**config.mk**
```make
export PLATFORM = sky130hd
export DESIGN_NAME = typed_byte_memory_access
export DESIGN_NICKNAME = d
export VERILOG_FILES = /design/src/tbma_pkg.sv /design/src/tbma_front.sv /design/src/tbma_queue.sv /design/src/tbma_back.sv /design/src/typed_byte_memory_access.sv
export SDC_FILE = /design/constraint.sdc
export NUM_CORES = 1
export LEC_CHECK = 0
export BUFFER_PORTS_ARGS = -buffer_cell sky130_fd_sc_hd__buf_2
export CORE_ASPECT_RATIO = 1.4
export CORE_MARGIN = 5
export CORE_UTILIZATION = 40
export DETAILED_ROUTE_END_ITERATION = 12
export SLEW_MARGIN = 30
export SYNTH_ARGS = -nofsm -noshare
export SYNTH_HDL_FRONTEND = slang
export SYNTH_SLANG_ARGS = --single-unit
export TNS_END_PERCENT = 10
```
**constraint.sdc**
```tcl
create_clock -name clock -period 6.83 [get_ports clock]
set_input_delay 1.366 -clock clock [delete_from_list [all_inputs] [get_ports clock]]
set_output_delay 1.366 -clock clock [all_outputs]
set_load 0.05 [all_outputs]
```
**src/tbma_pkg.sv**
```systemverilog
package tbma_pkg;

   // store geometry
   localparam int MEM_BYTES = 64;
   localparam int ADDR_W = 6;
   localparam int SIZE_W = 7;
   localparam logic [SIZE_W-1:0] MEM_BYTES_SIZE = SIZE_W'(MEM_BYTES);

   // command queue between front and back
   localparam int QUEUE_DEPTH = 4;
   localparam int QPTR_W = $clog2(QUEUE_DEPTH);
   localparam int QCNT_W = $clog2(QUEUE_DEPTH + 1);

   // access mode
   localparam logic MODE_GET = 1'b0;
   localparam logic MODE_SET = 1'b1;

   // data kinds
   localparam logic [1:0] KIND_CHAR = 2'd0;
   localparam logic [1:0] KIND_SHORT = 2'd1;
   localparam logic [1:0] KIND_INT = 2'd2;
   localparam logic [1:0] KIND_STRING = 2'd3;

   // result status codes
   localparam logic [1:0] STATUS_NUM = 2'd0;
   localparam logic [1:0] STATUS_VIOL = 2'd1;
   localparam logic [1:0] STATUS_TEXT = 2'd2;
   localparam logic [1:0] STATUS_EMPTY = 2'd3;

   // back-end operations
   localparam logic [1:0] OP_NONE = 2'd0;
   localparam logic [1:0] OP_WRITE = 2'd1;
   localparam logic [1:0] OP_READ_NUM = 2'd2;
   localparam logic [1:0] OP_READ_STR = 2'd3;

   // run length saturation point
   localparam logic [SIZE_W-1:0] RUN_LEN_MAX = '1;

   typedef struct packed {
      logic        mode;
      logic [1:0]  data_kind;
      logic [5:0]  address;
      logic [31:0] value;
      logic        last_byte;
   } req_type;

   typedef struct packed {
      logic [1:0]  status;
      logic [31:0] result_value;
      logic        last;
   } rsp_type;

   typedef struct packed {
      logic [1:0]        op;
      logic [ADDR_W-1:0] addr;
      logic [2:0]        count;
      logic [31:0]       value;
      logic              viol;
      logic [SIZE_W-1:0] limit;
   } cmd_type;

endpackage

```
**src/tbma_front.sv**
```systemverilog
module tbma_front (
   input  logic                       clock,
   input  logic                       reset,
   input  logic                       start,
   input  logic                       queue_full,
   input  tbma_pkg::req_type          req_payload,
   input  logic                       csr_write_enable,
   input  logic [tbma_pkg::SIZE_W-1:0] csr_write_data,
   output logic                       push,
   output tbma_pkg::cmd_type          push_cmd
);

   logic [tbma_pkg::SIZE_W-1:0] mem_size_ff;
   logic                        run_active_ff, run_active_in;
   logic [tbma_pkg::ADDR_W-1:0] run_start_ff, run_start_in;
   logic [tbma_pkg::SIZE_W-1:0] run_length_ff, run_length_in;
   logic                        run_rejected_ff, run_rejected_in;

   logic [tbma_pkg::SIZE_W-1:0] size;
   logic                        accept;
   logic                        addr_bad;
   logic [tbma_pkg::ADDR_W-1:0] eff_start;
   logic [tbma_pkg::SIZE_W-1:0] eff_len;
   logic                        eff_rej;
   logic [7:0]                  pos;
   logic [7:0]                  end_sum;
   logic [tbma_pkg::SIZE_W-1:0] new_len;
   logic                        str_write;
   logic                        str_bad;
   logic [2:0]                  width;
   logic                        over;
   logic [tbma_pkg::SIZE_W-1:0] room;
   logic                        need;

   // clamp the session size to the store
   assign size = (mem_size_ff > tbma_pkg::MEM_BYTES_SIZE) ? tbma_pkg::MEM_BYTES_SIZE
                                                          : mem_size_ff;
   assign accept = start && !queue_full;
   assign addr_bad = {1'b0, req_payload.address} >= size;

   // string-set run bookkeeping
   assign eff_start = run_active_ff ? run_start_ff : req_payload.address;
   assign eff_len = run_active_ff ? run_length_ff : '0;
   assign eff_rej = run_active_ff ? run_rejected_ff : addr_bad;
   assign pos = {2'b00, eff_start} + {1'b0, eff_len};
   assign new_len = (eff_len == tbma_pkg::RUN_LEN_MAX) ? eff_len : eff_len + 1'b1;
   assign end_sum = {2'b00, eff_start} + {1'b0, new_len};
   assign str_write = !eff_rej && (pos < {1'b0, size});
   assign str_bad = eff_rej || (end_sum >= {1'b0, size});

   // scalar width and fit
   always_comb begin
      case (req_payload.data_kind)
         tbma_pkg::KIND_CHAR:  width = 3'd1;
         tbma_pkg::KIND_SHORT: width = 3'd2;
         default:              width = 3'd4;
      endcase
   end
   assign over = ({1'b0, req_payload.address} + {4'b0000, width}) > size;
   assign room = size - {1'b0, req_payload.address};

   // classify the item into a back-end command
   always_comb begin
      run_active_in = 1'b0;
      run_start_in = '0;
      run_length_in = '0;
      run_rejected_in = 1'b0;
      need = 1'b0;
      push_cmd.op = tbma_pkg::OP_NONE;
      push_cmd.addr = req_payload.address;
      push_cmd.count = width;
      push_cmd.value = req_payload.value;
      push_cmd.viol = 1'b0;
      push_cmd.limit = size;
      if (req_payload.mode == tbma_pkg::MODE_SET &&
          req_payload.data_kind == tbma_pkg::KIND_STRING) begin
         if (!req_payload.last_byte) begin
            run_active_in = 1'b1;
            run_start_in = eff_start;
            run_length_in = new_len;
            run_rejected_in = eff_rej;
         end
         push_cmd.op = str_write ? tbma_pkg::OP_WRITE : tbma_pkg::OP_NONE;
         push_cmd.addr = pos[tbma_pkg::ADDR_W-1:0];
         push_cmd.count = 3'd1;
         push_cmd.viol = req_payload.last_byte && str_bad;
         need = str_write || push_cmd.viol;
      end else if (addr_bad) begin
         push_cmd.viol = 1'b1;
         need = 1'b1;
      end else if (req_payload.data_kind == tbma_pkg::KIND_STRING) begin
         push_cmd.op = tbma_pkg::OP_READ_STR;
         need = 1'b1;
      end else if (req_payload.mode == tbma_pkg::MODE_SET) begin
         push_cmd.op = tbma_pkg::OP_WRITE;
         push_cmd.count = over ? room[2:0] : width;
         push_cmd.viol = over;
         need = 1'b1;
      end else begin
         push_cmd.op = over ? tbma_pkg::OP_NONE : tbma_pkg::OP_READ_NUM;
         push_cmd.viol = over;
         need = 1'b1;
      end
   end

   assign push = accept && need;

   // hold session size and run state
   always_ff @(posedge clock) begin
      if (reset) begin
         mem_size_ff <= tbma_pkg::SIZE_W'(64);
         run_active_ff <= 1'b0;
         run_start_ff <= '0;
         run_length_ff <= '0;
         run_rejected_ff <= 1'b0;
      end else if (csr_write_enable) begin
         mem_size_ff <= csr_write_data;
         run_active_ff <= 1'b0;
         run_start_ff <= '0;
         run_length_ff <= '0;
         run_rejected_ff <= 1'b0;
      end else if (accept) begin
         run_active_ff <= run_active_in;
         run_start_ff <= run_start_in;
         run_length_ff <= run_length_in;
         run_rejected_ff <= run_rejected_in;
      end
   end

endmodule

```
**src/tbma_queue.sv**
```systemverilog
module tbma_queue (
   input  logic              clock,
   input  logic              reset,
   input  logic              push,
   input  tbma_pkg::cmd_type push_cmd,
   input  logic              pop,
   output tbma_pkg::cmd_type pop_cmd,
   output logic              empty,
   output logic              full
);

   tbma_pkg::cmd_type           entries_ff [tbma_pkg::QUEUE_DEPTH];
   logic [tbma_pkg::QPTR_W-1:0] wr_ptr_ff, rd_ptr_ff;
   logic [tbma_pkg::QCNT_W-1:0] count_ff;

   assign empty = (count_ff == '0);
   assign full = (count_ff == tbma_pkg::QCNT_W'(tbma_pkg::QUEUE_DEPTH));
   assign pop_cmd = entries_ff[rd_ptr_ff];

   // store entries
   always_ff @(posedge clock) begin
      if (push) begin
         entries_ff[wr_ptr_ff] <= push_cmd;
      end
   end

   // advance pointers and fill count
   always_ff @(posedge clock) begin
      if (reset) begin
         wr_ptr_ff <= '0;
         rd_ptr_ff <= '0;
         count_ff <= '0;
      end else begin
         if (push) begin
            wr_ptr_ff <= wr_ptr_ff + 1'b1;
         end
         if (pop) begin
            rd_ptr_ff <= rd_ptr_ff + 1'b1;
         end
         if (push && !pop) begin
            count_ff <= count_ff + 1'b1;
         end else if (pop && !push) begin
            count_ff <= count_ff - 1'b1;
         end
      end
   end

endmodule

```
**src/tbma_back.sv**
```systemverilog
module tbma_back (
   input  logic              clock,
   input  logic              reset,
   input  logic              clear,
   input  logic              queue_empty,
   input  tbma_pkg::cmd_type queue_cmd,
   output logic              pop,
   output logic              rsp_strobe,
   output tbma_pkg::rsp_type rsp_payload
);

   localparam logic [1:0] ST_IDLE = 2'd0;
   localparam logic [1:0] ST_WRITE = 2'd1;
   localparam logic [1:0] ST_READ = 2'd2;

   logic [7:0]                   mem [tbma_pkg::MEM_BYTES];
   logic [tbma_pkg::MEM_BYTES-1:0] valid_ff;
   logic [7:0]                   rd_data_ff;
   logic                         rd_valid_ff;

   logic [1:0]                  state_ff, state_in;
   tbma_pkg::cmd_type           cur_ff, cur_in;
   logic [1:0]                  idx_ff, idx_in;
   logic [tbma_pkg::SIZE_W-1:0] ptr_ff, ptr_in;
   logic [tbma_pkg::SIZE_W-1:0] data_addr_ff, data_addr_in;
   logic [31:0]                 acc_ff, acc_in;
   logic                        pend_valid_ff, pend_valid_in;
   logic [7:0]                  pend_ff, pend_in;
   logic                        rsp_valid_ff, rsp_valid_in;
   tbma_pkg::rsp_type           rsp_ff, rsp_in;

   logic [tbma_pkg::ADDR_W-1:0] rd_addr;
   logic                        wr_en;
   logic [tbma_pkg::ADDR_W-1:0] wr_addr;
   logic [7:0]                  wr_data;
   logic [7:0]                  rd_byte;
   logic                        idx_last;
   logic                        str_end;

   assign rd_byte = rd_valid_ff ? rd_data_ff : 8'h00;
   assign idx_last = ({1'b0, idx_ff} == (cur_ff.count - 3'd1));
   assign str_end = (data_addr_ff >= cur_ff.limit) || (rd_byte == 8'h00);
   assign wr_addr = cur_ff.addr + {{(tbma_pkg::ADDR_W-2){1'b0}}, idx_ff};
   assign wr_data = cur_ff.value[{idx_ff, 3'b000} +: 8];

   // sequence the command one byte per cycle
   always_comb begin
      state_in = state_ff;
      cur_in = cur_ff;
      idx_in = idx_ff;
      ptr_in = ptr_ff;
      data_addr_in = data_addr_ff;
      acc_in = acc_ff;
      pend_valid_in = pend_valid_ff;
      pend_in = pend_ff;
      rsp_valid_in = 1'b0;
      rsp_in = rsp_ff;
      pop = 1'b0;
      wr_en = 1'b0;
      rd_addr = ptr_ff[tbma_pkg::ADDR_W-1:0];
      case (state_ff)
         ST_IDLE: begin
            if (!queue_empty) begin
               pop = 1'b1;
               cur_in = queue_cmd;
               idx_in = '0;
               acc_in = '0;
               pend_valid_in = 1'b0;
               data_addr_in = {1'b0, queue_cmd.addr};
               ptr_in = {1'b0, queue_cmd.addr} + 1'b1;
               rd_addr = queue_cmd.addr;
               case (queue_cmd.op)
                  tbma_pkg::OP_WRITE: state_in = ST_WRITE;
                  tbma_pkg::OP_READ_NUM, tbma_pkg::OP_READ_STR: state_in = ST_READ;
                  default: begin
                     rsp_valid_in = 1'b1;
                     rsp_in.status = tbma_pkg::STATUS_VIOL;
                     rsp_in.result_value = '0;
                     rsp_in.last = 1'b1;
                  end
               endcase
            end
         end
         ST_WRITE: begin
            wr_en = 1'b1;
            idx_in = idx_ff + 1'b1;
            if (idx_last) begin
               state_in = ST_IDLE;
               if (cur_ff.viol) begin
                  rsp_valid_in = 1'b1;
                  rsp_in.status = tbma_pkg::STATUS_VIOL;
                  rsp_in.result_value = '0;
                  rsp_in.last = 1'b1;
               end
            end
         end
         ST_READ: begin
            if (cur_ff.op == tbma_pkg::OP_READ_NUM) begin
               acc_in[{idx_ff, 3'b000} +: 8] = rd_byte;
               idx_in = idx_ff + 1'b1;
               ptr_in = ptr_ff + 1'b1;
               if (idx_last) begin
                  state_in = ST_IDLE;
                  rsp_valid_in = 1'b1;
                  rsp_in.status = tbma_pkg::STATUS_NUM;
                  rsp_in.result_value = acc_in;
                  rsp_in.last = 1'b1;
               end
            end else if (!str_end) begin
               // hold one byte back so the final one can carry last
               if (pend_valid_ff) begin
                  rsp_valid_in = 1'b1;
                  rsp_in.status = tbma_pkg::STATUS_TEXT;
                  rsp_in.result_value = {24'h000000, pend_ff};
                  rsp_in.last = 1'b0;
               end
               pend_valid_in = 1'b1;
               pend_in = rd_byte;
               data_addr_in = ptr_ff;
               ptr_in = ptr_ff + 1'b1;
            end else begin
               state_in = ST_IDLE;
               rsp_valid_in = 1'b1;
               rsp_in.last = 1'b1;
               if (pend_valid_ff) begin
                  rsp_in.status = tbma_pkg::STATUS_TEXT;
                  rsp_in.result_value = {24'h000000, pend_ff};
               end else begin
                  rsp_in.status = tbma_pkg::STATUS_EMPTY;
                  rsp_in.result_value = '0;
               end
            end
         end
         default: state_in = ST_IDLE;
      endcase
   end

   // control registers
   always_ff @(posedge clock) begin
      if (reset) begin
         state_ff <= ST_IDLE;
         rsp_valid_ff <= 1'b0;
         pend_valid_ff <= 1'b0;
      end else begin
         state_ff <= state_in;
         rsp_valid_ff <= rsp_valid_in;
         pend_valid_ff <= pend_valid_in;
      end
   end

   // payload registers
   always_ff @(posedge clock) begin
      cur_ff <= cur_in;
      idx_ff <= idx_in;
      ptr_ff <= ptr_in;
      data_addr_ff <= data_addr_in;
      acc_ff <= acc_in;
      pend_ff <= pend_in;
      rsp_ff <= rsp_in;
   end

   // byte store, one write and one registered read per cycle
   always_ff @(posedge clock) begin
      if (wr_en) begin
         mem[wr_addr] <= wr_data;
      end
      rd_data_ff <= mem[rd_addr];
   end

   // per-byte valid bits; unwritten bytes read as zero
   always_ff @(posedge clock) begin
      if (reset || clear) begin
         valid_ff <= '0;
      end else if (wr_en) begin
         valid_ff[wr_addr] <= 1'b1;
      end
      rd_valid_ff <= valid_ff[rd_addr];
   end

   assign rsp_strobe = rsp_valid_ff;
   assign rsp_payload = rsp_ff;

   a_pop_idle: assert property (@(posedge clock) disable iff (reset)
      pop |-> (state_ff == ST_IDLE))
      else $error("command taken while back end busy");

   a_write_in_range: assert property (@(posedge clock) disable iff (reset)
      wr_en |-> ({1'b0, wr_addr} < cur_ff.limit))
      else $error("store write past session size");

   a_clear_valid: assert property (@(posedge clock) disable iff (reset)
      clear |=> (valid_ff == '0))
      else $error("valid bits survive a session clear");

   a_num_from_read: assert property (@(posedge clock) disable iff (reset)
      (rsp_valid_ff && rsp_ff.status == tbma_pkg::STATUS_NUM) |->
         ($past(state_ff) == ST_READ))
      else $error("number result outside read sequence");

endmodule

```
**src/typed_byte_memory_access.sv**
```systemverilog
// Channel     Ports                                   Handshake
// request     start, busy, req_payload                transfer when start && !busy
// result      rsp_strobe, rsp_payload                 a strobe per result, no stall
// config      csr_write_enable, csr_write_data        write on enable, no wait
//
// While the queue is not full, the front classifies one request per cycle into a
// byte command; a four-entry command queue feeds the back end, which touches the
// byte store once a cycle. A set writes its bytes, a number get packs them into
// one result, a string get sends its text; busy rises only when the queue fills.
// Reset is synchronous; reset and a config write clear the store at once.
// Results leave on a strobe; the receiver cannot hold them off.
module typed_byte_memory_access (
   input  logic                        clock,
   input  logic                        reset,
   input  logic                        start,
   output logic                        busy,
   input  tbma_pkg::req_type           req_payload,
   output logic                        rsp_strobe,
   output tbma_pkg::rsp_type           rsp_payload,
   input  logic                        csr_write_enable,
   input  logic [tbma_pkg::SIZE_W-1:0] csr_write_data
);

   logic              push;
   logic              pop;
   logic              queue_empty;
   logic              queue_full;
   tbma_pkg::cmd_type push_cmd;
   tbma_pkg::cmd_type pop_cmd;

   assign busy = queue_full;

   tbma_front u_front (
      .clock            (clock),
      .reset            (reset),
      .start            (start),
      .queue_full       (queue_full),
      .req_payload      (req_payload),
      .csr_write_enable (csr_write_enable),
      .csr_write_data   (csr_write_data),
      .push             (push),
      .push_cmd         (push_cmd)
   );

   tbma_queue u_queue (
      .clock    (clock),
      .reset    (reset),
      .push     (push),
      .push_cmd (push_cmd),
      .pop      (pop),
      .pop_cmd  (pop_cmd),
      .empty    (queue_empty),
      .full     (queue_full)
   );

   tbma_back u_back (
      .clock       (clock),
      .reset       (reset),
      .clear       (csr_write_enable),
      .queue_empty (queue_empty),
      .queue_cmd   (pop_cmd),
      .pop         (pop),
      .rsp_strobe  (rsp_strobe),
      .rsp_payload (rsp_payload)
   );

endmodule

```
# After elaboration in Yosys (flattened, before gate mapping)
# Memory sizes are Yosys's and may differ from the RTL's. A register that Yosys moved wholly into a read port is not among the register bits.
# Cells that the tools add are included.
word_totals:
  regBits: 240
  ram_bits: 716
  output_inout_bits: 37
  word_cells: 209
  mem_count: 2
mem_list:
  columns: ["name", "words", "width", "rd", "rd_clocked_by_memory_dff", "wr", "line_no", "rtl"]
  rows:
  - ["u_back.mem", 64, 8, 1, 1, 1, "tbma_back.sv:16", "logic [7:0] mem [tbma_pkg::MEM_BYTES];"]
  - ["u_queue.entries_ff", 4, 51, 1, 1, 1, "tbma_queue.sv:12", "tbma_pkg::cmd_type entries_ff [tbma_pkg::QUEUE_DEPTH];"]
op_classes:
  n_addsub: 15
  order_cmp: 9
  n_eq_ne: 23
  n_shift: 3
  n_mux: 92
  n_bitwise: 4
  n_reduce_logical: 34
op_table:
  columns: ["cell", "count"]
  rows:
  - ["$mux W35", 8]
  - ["$pmux W35 S3", 1]
  - ["$mux W7", 11]
  - ["$mux W32", 2]
  - ["$or A64 B64 Y64", 1]
  - ["$pmux W32 S2", 1]
  - ["$mux W6", 6]
  - ["$mux W33", 1]
  - ["$bwmux W32", 1]
  - ["$shift A8 B7 Y32 const A", 1]
  - ["$shiftx A32 B6 Y8", 1]
  - ["$shiftx A8 B7 Y32", 1]
  - ["$mux W1", 30]
  - ["$pmux W7 S2", 2]
  - ["$mux W2", 13]
  - ["$mux W3", 7]
  - ["$add A6 B7 Y8", 2]
  - ["$reduce_and A3 Y1", 5]
  - ["$add A7 B1 Y7 const B", 2]
  - ["$lt A6 B7 Y1 const B", 2]
  - ["$pmux W2 S3", 2]
  - ["$eq A2 B2 Y1 const B", 5]
  - ["$ge A8 B7 Y1", 1]
  - ["$logic_and A1 B1 Y1", 8]
  - ["other kinds (44)", 66]

# Longest topological paths before layout
# Gate-level depths: netlist of the first run.
depth:
  ltp_word: 14
  depth_mapped: 28
  mapped_depth_nobuf: 26

# Cells and area by module
# A second synthesis of the first run with hierarchy kept.
unflattened:
  hier_cells: 2610
  hier_area_um2: 40744.1
by_module_without_submodules:
  columns: ["mod", "n_inst", "cells_per_inst", "area_each_um2", "seq_area_each_um2"]
  rows:
  - ["tbma_back", 1, 1936, 30005.0, 21180.3]
  - ["tbma_queue", 1, 311, 7847.5, 6306.0]
  - ["tbma_front", 1, 363, 2891.5, 440.4]

# Worst setup path before layout of the first run
# No wires, ideal clock.
synth_timing:
  kind: "reg-to-reg"
  start: "reg u_front.run_active_ff"
  end: "mem u_queue.entries_ff[0][0] (netlist bit), enable pin"
  arrival_ps: 5647
  t_required_ps: 6416
  path_slack_ps: 769
  stages_incl_launch_ff: 23
  n_path_buf: 2
  synth_period_minus_slack_ps: 6061
  cell_sequence: "dfxtp_1 clkbuf_1 clkbuf_1 and2_1 ha_1 nand2_1 nor4_1 mux2i_1 ha_1 inv_1 fa_1 inv_1 a21o_1 a21oi_1 o21bai_1 a21oi_1 xnor2_1 ha_1 o21ai_0 a21oi_1 o32ai_1 a21oi_2 and2_1"
synth_between:
  elab_chain_len: 12
synth_lines:
  columns: ["item", "line_no", "rtl"]
  rows:
  - ["start, declared", "tbma_front.sv:14", "logic run_active_ff, run_active_in;"]
  - ["start signal, assigned", "tbma_front.sv:123", "run_active_ff <= run_active_in;"]
  - ["$mux W7", "tbma_front.sv:43", "assign eff_len = run_active_ff ? run_length_ff : '0;"]
  - ["$add A7 B1 Y7 or $eq A7 B7 Y1 (tied branches)", "tbma_front.sv:46", "assign new_len = (eff_len == tbma_pkg::RUN_LEN_MAX) ? eff_len : eff_len + 1'b1;"]
  - ["$mux W7", "tbma_front.sv:46", null]
  - ["$add A6 B7 Y8", "tbma_front.sv:47", "assign end_sum = {2'b00, eff_start} + {1'b0, new_len};"]
  - ["$ge A8 B7 Y1", "tbma_front.sv:49", "assign str_bad = eff_rej || (end_sum >= {1'b0, size});"]
  - ["$logic_or A1 B1 Y1", "tbma_front.sv:49", null]
  - ["$logic_and A1 B1 Y1", "tbma_front.sv:86", "push_cmd.viol = req_payload.last_byte && str_bad;"]
  - ["$logic_or A1 B1 Y1 *", "tbma_front.sv:87", "need = str_write || push_cmd.viol;"]
  - ["$mux W1 *", "tbma_front.sv:75", "if (req_payload.mode == tbma_pkg::MODE_SET &&"]
  - ["$logic_and A1 B1 Y1 *", "tbma_front.sv:106", "assign push = accept && need;"]
  - ["via push", "typed_byte_memory_access.sv:24", "logic push;"]
  - ["$mux W1 *", "tbma_queue.sv:22", "if (push) begin"]
  - ["$mux W1 (not written as such) *", "tbma_queue.sv:23", "entries_ff[wr_ptr_ff] <= push_cmd;"]
  - ["end, declared", "tbma_queue.sv:12", null]
# Mark *: on every way through the listed nets, which the timed path passes. The rest lies on a longest branch.

# Final worst setup path of the first run
layout_timing:
  start: "reg u_front.run_active_ff"
  end: "reg u_queue.count_ff[2] (netlist bit)"
layout_between:
  elab_chain_len: 13
layout_lines:
  columns: ["item", "line_no", "rtl"]
  rows:
  - ["$mux W7", "tbma_front.sv:43", null]
  - ["$add A7 B1 Y7 or $eq A7 B7 Y1 (tied branches)", "tbma_front.sv:46", null]
  - ["$mux W7", "tbma_front.sv:46", null]
  - ["$add A6 B7 Y8", "tbma_front.sv:47", null]
  - ["$ge A8 B7 Y1", "tbma_front.sv:49", null]
  - ["$logic_or A1 B1 Y1", "tbma_front.sv:49", null]
  - ["$logic_and A1 B1 Y1", "tbma_front.sv:86", null]
  - ["$logic_or A1 B1 Y1 *", "tbma_front.sv:87", null]
  - ["$mux W1 *", "tbma_front.sv:75", null]
  - ["$logic_and A1 B1 Y1 *", "tbma_front.sv:106", null]
  - ["via push", "typed_byte_memory_access.sv:24", null]
  - ["$logic_not A1 Y1", "tbma_queue.sv:42", "end else if (pop && !push) begin"]
  - ["$logic_and A1 B1 Y1", "tbma_queue.sv:42", null]
  - ["$reduce_bool A2 Y1 (no source line)", null, null]
  - ["end signal, assigned", "tbma_queue.sv:41", "count_ff <= count_ff + 1'b1;"]
  - ["end signal, assigned", "tbma_queue.sv:43", "count_ff <= count_ff - 1'b1;"]
  - ["end, declared", "tbma_queue.sv:14", "logic [tbma_pkg::QCNT_W-1:0] count_ff;"]
# Marks and branches as above.
# A chain may end at the register's enable or synchronous reset.

==> results_dict.tcl, run 1 <==
set metrics [dict create \
    outcome "complete, no violations" \
    synth_commonest_cells "sky130_fd_sc_hd__edfxtp_1 (858), sky130_fd_sc_hd__nand2_1 (643), sky130_fd_sc_hd__nor2_1 (252)" \
    floorplan.io_pins 90 \
    syn_to_final_growth_pct 12.35 \
    route.detailed.vias_per_inst 5.338 \
    drv_cap 0 \
    fmax_mhz 180.0 \
    totalNegativeSetupSlack_ns 0 \
    drive_gt1_frac 0.1214 \
    timing.setup.critical_path_class "reg2reg" \
    holdCritPathClass "reg2reg" \
    stdcell_count 4541 \
    drtIter0Drc 1752 \
    io_buffer_count 89 \
    seq_area_frac_synth 0.7006 \
    timing_hold_violations_final 0 \
    number_of_remaining_drc_errors 0 \
    regToRegStartpoint "u_front.run_active_ff" \
    worst_setup_path_startpoint "u_front.run_active_ff" \
    post-synth-top-area-fraction 0.6464 \
    critical_path.startpoint_type "register" \
    synthesis.nets 3197 \
    worstPathRequired_ns 7.44 \
    grt_max_degree 137 \
    finClkSkew_ns 0.04292 \
    numClockSinks 966 \
    synth_top_flop_cell "sky130_fd_sc_hd__edfxtp_1" \
    worstSetupEndpoint "u_queue.count_ff[2]" \
    end_kind "register" \
    first_pass_iters 7 \
    yosys_warning_count 0 \
    reg2reg_to "u_queue.count_ff[2]" \
    postRouteWirelength_um 98920 \
    worstRegToRegCells 27 \
    synthesis.area_sq_um 39860 \
    report.final.setup_viol 0 \
    critPathMaxStageDelay_ns 0.55 \
    critical_path.top_delay_family "compound AO/OA/AOI/OAI gates" \
    synthArstFlopShare 0 \
    max_slew_violation_count 0 \
    fp-row-count 137 \
    critical_path.n_buffers_inverters 4 \
    crit_fanout 7 \
    count_of_placed_standard_cells_including_taps 4373 \
    cts.reportedPaths.clkPinSlew_ns 0.07 \
    cpMaxStageDelayCell "sky130_fd_sc_hd__o32ai_1" \
    die_y_um 383.5 \
    grt_first_pass_wirelength_um 148900 \
    floorplan.die.width_um 276.8 \
    yosysMostFrequentCell "sky130_fd_sc_hd__edfxtp_1" \
    global_route.usage.total 0.1814 \
    cp.arrival_ns 6.17 \
    synth-seq-cells 966 \
    cp_num_cells 27 \
    setup_slack_ns 1.274 \
    grt_setup_unrepaired "false" \
    tightest_slew_ns 1.002 \
    leakage_uw 0.01579 \
    post_route_core_utilization 0.4512 \
    clock_tree.root_cell "sky130_fd_sc_hd__clkbuf_16" \
    vias_in_the_first_global_route 23990 \
    tritoncts.num_buffers 90 \
    yosys.area.top_type "sky130_fd_sc_hd__edfxtp_1" \
    r2r_setup_slack_ns 1.27 \
    timing.final.crit_share 0.8134 \
    wl_per_cell_um 21.78 \
    synth_cell_type_count 65 \
    gp_congestion 0.8697 \
    fill_cell_instance_count_of_the_final_layout 8843 \
    dp_slack_ns 0.8899 \
    cts.path.max_buffers 3 \
    dp.final_hpwl_um 60700 \
    syn-mean-instance-area_sq_um 12.99 \
    clock_tree.htree_level_count 3 \
    antenna_left 0 \
    gr-total-overflow 0 \
    post_cts_setup_buffer_count 0 \
    cts.hold.buffers_added 0 \
    post-route-min-period_ns 5.556 \
    nNetsFinal 3273 \
    fp.dieArea_sq_um 106200 \
    worst_skew_pair.late_latency_ns 0.69 \
    pwr_density_cell_nw_per_um2 522.6 \
    postCtsResizedCells 0 \
    antenna_violations_before_repair 2 \
    coreArea_sq_um 99250 \
    routed-via-count 24240 \
    synth_edf_count 858 \
    slew_headroom 0.3297 \
    irDropWorstVdd_uv 527.2 \
    cts_tree "done" \
    starting_density 0.4016 \
    postSynthCellCount 3069 \
    synth.top_cells.by_area "sky130_fd_sc_hd__edfxtp_1 (65%), sky130_fd_sc_hd__nand2_1 (6.1%), sky130_fd_sc_hd__dfxtp_1 (5.4%)" \
]
-- registers in the layout, summed over array words and instances (netlist names), 3 cells and up, named ones only --
name / count
u_front.run_start_ff: 6
u_back.rsp_payload: 35
u_queue.entries_ff: 204
u_back.cur_ff: 51
u_front.run_length_ff: 7
u_back.pend_ff: 8
u_queue.count_ff: 3
u_back.ptr_ff: 7
u_back.valid_ff: 64
u_back.acc_ff: 32
u_front.mem_size_ff: 7
u_back.mem: 512
u_back.data_addr_ff: 7
u_back.rd_data_ff: 8
-- layer usage --
metal  track usage  routed length [um]  up-vias
li1              -                   -    11270
met1        0.2194               38360    12160
met4       0.07447                4070        2
met2        0.3279               52100      624
met3       0.02462                4379      184
met5             0                  13        -
-- worst min path at each step --
stage | from | endpoint | slack (ns) | depth (start not counted)
CTS | u_back.valid_ff[32] | u_back.valid_ff[32] | 0.47 | 2
global route | u_back.valid_ff[62] | u_back.valid_ff[62] | 0.48 | 2
floorplan | u_back.valid_ff[0] | u_back.valid_ff[0] | 0.44 | 2
detailed placement | u_back.valid_ff[23] | u_back.valid_ff[23] | 0.46 | 2
global placement | u_back.valid_ff[20] | u_back.valid_ff[20] | 0.45 | 2
finish | u_back.valid_ff[25] | u_back.valid_ff[25] | 0.47 | 2
-- kinds of logic after synthesis --
group                      after synthesis  share of synthesized area
and+or+nand+nor                       1325                     0.1456
adders and majority gates               76                    0.02473
buffers and inverters                  249                    0.02888
xor gates and xnor gates                34                   0.007471
muxes                                   90                    0.04203
DFF                                    966                     0.7006
AOI/OAI and AO/OA                      329                    0.05063
-- stage by stage --
stage	hold slack, ns	total power (uW)	area (sq um)
CTS	0.4720	23600	44780
global placement	0.4490	18300	41700
floorplan	0.4402	14840	39860
finish	0.4693	23400	44780
global route	0.4803	24510	44780
detailed placement	0.4564	18470	41760
-- final cells by class --
| cell class | count | area (sq um) | share of cell area |
|---|---|---|---|
| clock buffers | 113 | 2439 | 0.05445 |
| flip-flops and latches | 966 | 27930 | 0.6237 |
| clock inverters | 54 | 578.1 | 0.01291 |
| inverters | 92 | 345.3 | 0.007711 |
| diodes | 1 | 2.502 | 0.00005588 |
| repair buffers | 141 | 975.9 | 0.02179 |
| well taps | 1320 | 1652 | 0.03688 |
| multi-input cells | 1854 | 10860 | 0.2425 |
-- placed cells by master (no fill, tap or decap), types with 16 or more instances in the layout --
cell	n
sky130_fd_sc_hd__buf_2	89
sky130_fd_sc_hd__nand2_1	643
sky130_fd_sc_hd__inv_1	90
sky130_fd_sc_hd__edfxtp_1	858
sky130_fd_sc_hd__dfxtp_1	106
sky130_fd_sc_hd__clkinv_2	25
sky130_fd_sc_hd__nor4_1	20
sky130_fd_sc_hd__nor2_1	251
sky130_fd_sc_hd__a21oi_1	120
sky130_fd_sc_hd__a22oi_1	16
sky130_fd_sc_hd__or3_1	17
sky130_fd_sc_hd__o21ai_0	20
sky130_fd_sc_hd__a31oi_1	49
sky130_fd_sc_hd__o22ai_1	64
sky130_fd_sc_hd__mux4_2	59
sky130_fd_sc_hd__nand3_1	209
sky130_fd_sc_hd__and2_1	42
sky130_fd_sc_hd__clkbuf_16	90
sky130_fd_sc_hd__and3_1	74
sky130_fd_sc_hd__buf_4	42
sky130_fd_sc_hd__xnor2_1	20
sky130_fd_sc_hd__ha_1	69
-- worst register-to-register path, stage by stage, from the launching register on --
cell	delay, ns
sky130_fd_sc_hd__dfxtp_1	0.40
sky130_fd_sc_hd__and2_1	0.23
sky130_fd_sc_hd__ha_1	0.24
sky130_fd_sc_hd__nand2_1	0.09
sky130_fd_sc_hd__nor4_1	0.26
sky130_fd_sc_hd__buf_4	0.20
sky130_fd_sc_hd__mux2i_1	0.24
sky130_fd_sc_hd__ha_1	0.22
sky130_fd_sc_hd__inv_1	0.06
sky130_fd_sc_hd__fa_1	0.40
sky130_fd_sc_hd__inv_1	0.07
sky130_fd_sc_hd__a21o_1	0.11
sky130_fd_sc_hd__a21oi_1	0.09
sky130_fd_sc_hd__o21bai_1	0.16
sky130_fd_sc_hd__a21oi_1	0.10
sky130_fd_sc_hd__xnor2_1	0.13
sky130_fd_sc_hd__ha_1	0.20
sky130_fd_sc_hd__a211o_1	0.26
sky130_fd_sc_hd__a21oi_1	0.11
sky130_fd_sc_hd__o21ai_0	0.09
sky130_fd_sc_hd__o32ai_1	0.55
sky130_fd_sc_hd__a21oi_2	0.24
sky130_fd_sc_hd__ha_1	0.27
sky130_fd_sc_hd__inv_1	0.07
sky130_fd_sc_hd__fa_1	0.17
sky130_fd_sc_hd__xor2_1	0.07
sky130_fd_sc_hd__or3_1	0.31
sky130_fd_sc_hd__a21oi_1	0.15
-- report_power, final --
part	total (uW)	internal (uW)	leakage (uW)	switching, uW
registers	8630	8350	0.00871	283
logic	9650	2520	0.00559	7140
clock network	5110	2900	0.00149	2220
total	23400	13800	0.0158	9640
Note: power is estimated with default switching activity, not from simulation.
==> inputs of run 2 (changes only) <==
==> constraint.sdc (replaced) <==
create_clock -name clock -period 5.4 [get_ports clock]
set_input_delay 1.08 -clock clock [delete_from_list [all_inputs] [get_ports clock]]
set_output_delay 1.08 -clock clock [all_outputs]
set_load 0.05 [all_outputs]
==> run 2 against run 1 <==
Compared with the run above:
- largest cell class unchanged
- clock-buffer cell count up 22
- core utilization up 0.34 points
- final cell count is 0.62% higher
- routed wire length rose by 1.1%
- non-clock buffer count rose by 25
- highest routed layer is now met4
- total power is 27% higher
==> results_dict.tcl, run 2 (synthesized netlist as in run 1, its figures left out) <==
set metrics [dict create \
    nNetsFinal 3298 \
    starting_density 0.4016 \
    drtIter0Drc 1917 \
    grt_max_degree 112 \
    slew_headroom 0.3644 \
    cts.reportedPaths.clkPinSlew_ns 0.06 \
    number_of_remaining_drc_errors 0 \
    antenna_left 0 \
    reg2reg_to "u_queue.count_ff[2]" \
    fp-row-count 137 \
    gr-total-overflow 0 \
    drv_cap 0 \
    crit_fanout 5 \
    hold-worst-slack_ns 0.4684 \
    numClockSinks 966 \
    grt_first_pass_wirelength_um 150600 \
    regToRegStartpoint "u_front.run_length_ff[0]" \
    tritoncts.num_buffers 90 \
    cts_tree "done" \
    global_route.usage.total 0.1835 \
    outcome "complete, no violations" \
    floorplan.io_pins 90 \
    syn_to_final_growth_pct 13.20 \
    critical_path.startpoint_type "register" \
    timing.final.crit_share 0.9431 \
    post-route-min-period_ns 5.093 \
    tightest_slew_ns 0.9498 \
    postRouteWirelength_um 100000 \
    floorplan.die.width_um 276.8 \
    clock_tree.root_cell "sky130_fd_sc_hd__clkbuf_16" \
    finClkSkew_ns 0.05771 \
    dp.final_hpwl_um 63630 \
    worstRegToRegCells 26 \
    holdCritPathClass "reg2reg" \
    layout_top_registers "u_back.mem (512), u_queue.entries_ff (204), u_back.valid_ff (64)" \
    layout.cells.most_common "sky130_fd_sc_hd__edfxtp_1" \
    report.final.setup_viol 0 \
    most-common-layout-cells "sky130_fd_sc_hd__edfxtp_1 (858), sky130_fd_sc_hd__nand2_1 (643), sky130_fd_sc_hd__nor2_1 (251), sky130_fd_sc_hd__nand3_1 (209), sky130_fd_sc_hd__a21oi_1 (117)" \
    routed-via-count 24120 \
    worstPathRequired_ns 6.00 \
    irDropWorstVdd_uv 492.3 \
    die_y_um 383.5 \
    whs_endpoint "u_back.valid_ff[14]" \
    timing.setup.critical_path_class "reg2reg" \
    route.detailed.vias_per_inst 5.280 \
    min-delay-start "u_back.valid_ff[14]" \
    fill_cell_instance_count_of_the_final_layout 8840 \
    first_pass_iters 5 \
    whs_path_depth 2 \
    top_register "u_back.mem" \
    max_slew_violation_count 0 \
    drive_gt1_frac 0.1296 \
    cp.arrival_ns 5.69 \
    pwr_density_cell_nw_per_um2 659.1 \
    r2r_setup_slack_ns 0.31 \
    gp_congestion 0.9250 \
    end_kind "register" \
    clock_tree.htree_level_count 3 \
    worst_skew_pair.late_latency_ns 0.69 \
    cts.path.max_buffers 3 \
    timing_hold_violations_final 0 \
    fmax_mhz 196.3 \
    post_route_core_utilization 0.4546 \
    max_ffs_per_register 512 \
    coreArea_sq_um 99250 \
    cts.hold.buffers_added 0 \
    wl_per_cell_um 21.89 \
    leakage_uw 0.01594 \
    antenna_violations_before_repair 1 \
    fp.dieArea_sq_um 106200 \
    io_buffer_count 89 \
    vias_in_the_first_global_route 24180 \
]
run 2: cell count changes in the layout (fill, tap and decap cells not counted), sizes merged:
cell and change:
bufinv -2, buf +25, clkinv -15, inv -2, clkbuf +22
run 2: routing by layer:
layer / vias up / global-route usage / wire [um]
met1: 11970 / 0.2180 / 38340
met4: 0 / 0.07309 / 4144
li1: 11310 / - / -
met2: 661 / 0.3373 / 53040
met5: - / 0 / 0
met3: 185 / 0.02450 / 4491
run 2: power breakdown:
group / switching (uW) / internal (uW) / total, uW
combinational: 9050 / 3230 / 12300
sequential: 365 / 10600 / 10900
clock: 2820 / 3730 / 6550
run 2: through the flow:
step	instances	area, sq um	total power, uW	setup TNS, ns	setup slack (ns)
floorplan	3069	39880	18760	0	0.05396
detailed placement	4395	41950	23420	0	0.03236
global route	4568	45120	31150	-0.01972	-0.01972
global placement	4394	41920	23250	0	0.1143
finish	4569	45120	29740	0	0.3070
CTS	4565	45020	29980	0	0.1723
run 2: area by class of cell:
type | count | area, sq um | area share
antenna | 1 | 2.502 | 0.00005546
tap | 1320 | 1652 | 0.03660
inverter | 92 | 345.3 | 0.007653
timing repair buffer | 166 | 1185 | 0.02626
sequential | 966 | 27930 | 0.6191
clock inverter | 35 | 444.2 | 0.009844
clock buffer | 135 | 2625 | 0.05818
multi-input combinational | 1854 | 10940 | 0.2424
run 2: what timing repair did:
action,in CTS,in global routing
buffers inserted,0,3
resized for setup,0,16
setup endpoints to repair,0,185
run 2: how the worst max path moves through the flow:
stage / cells past startpoint / slack, ns / from / to
finish: 26 / 0.31 / u_front.run_length_ff[0] / u_queue.count_ff[2]
global route: 26 / -0.02 / u_front.run_length_ff[0] / u_queue.count_ff[2]
CTS: 26 / 0.17 / u_front.run_active_ff / u_queue.count_ff[2]
detailed placement: 20 / 0.03 / req_payload[33] / u_queue.count_ff[2]
global placement: 20 / 0.11 / req_payload[33] / u_queue.count_ff[2]
floorplan: 27 / 0.05 / u_front.run_active_ff / u_queue.count_ff[2]
run 2: worst max-delay path, stage by stage, from the launching register on:
cell and delay, ns:
sky130_fd_sc_hd__dfxtp_1 0.35, sky130_fd_sc_hd__and2_4 0.17, sky130_fd_sc_hd__ha_4 0.15, sky130_fd_sc_hd__nand2_1 0.10, sky130_fd_sc_hd__nor4_4 0.45, sky130_fd_sc_hd__mux2i_2 0.34
sky130_fd_sc_hd__ha_2 0.23, sky130_fd_sc_hd__inv_1 0.05, sky130_fd_sc_hd__fa_2 0.35, sky130_fd_sc_hd__inv_1 0.07, sky130_fd_sc_hd__a21o_1 0.13, sky130_fd_sc_hd__a21oi_2 0.07
sky130_fd_sc_hd__o21bai_1 0.13, sky130_fd_sc_hd__a21oi_1 0.09, sky130_fd_sc_hd__xnor2_1 0.13, sky130_fd_sc_hd__ha_1 0.29, sky130_fd_sc_hd__o21ai_0 0.07, sky130_fd_sc_hd__a21oi_1 0.15
sky130_fd_sc_hd__o32ai_2 0.10, sky130_fd_sc_hd__buf_4 0.16, sky130_fd_sc_hd__a21oi_2 0.18, sky130_fd_sc_hd__ha_2 0.22, sky130_fd_sc_hd__inv_1 0.06, sky130_fd_sc_hd__fa_1 0.38
sky130_fd_sc_hd__xor2_1 0.18, sky130_fd_sc_hd__or3_1 0.30, sky130_fd_sc_hd__a21oi_1 0.14
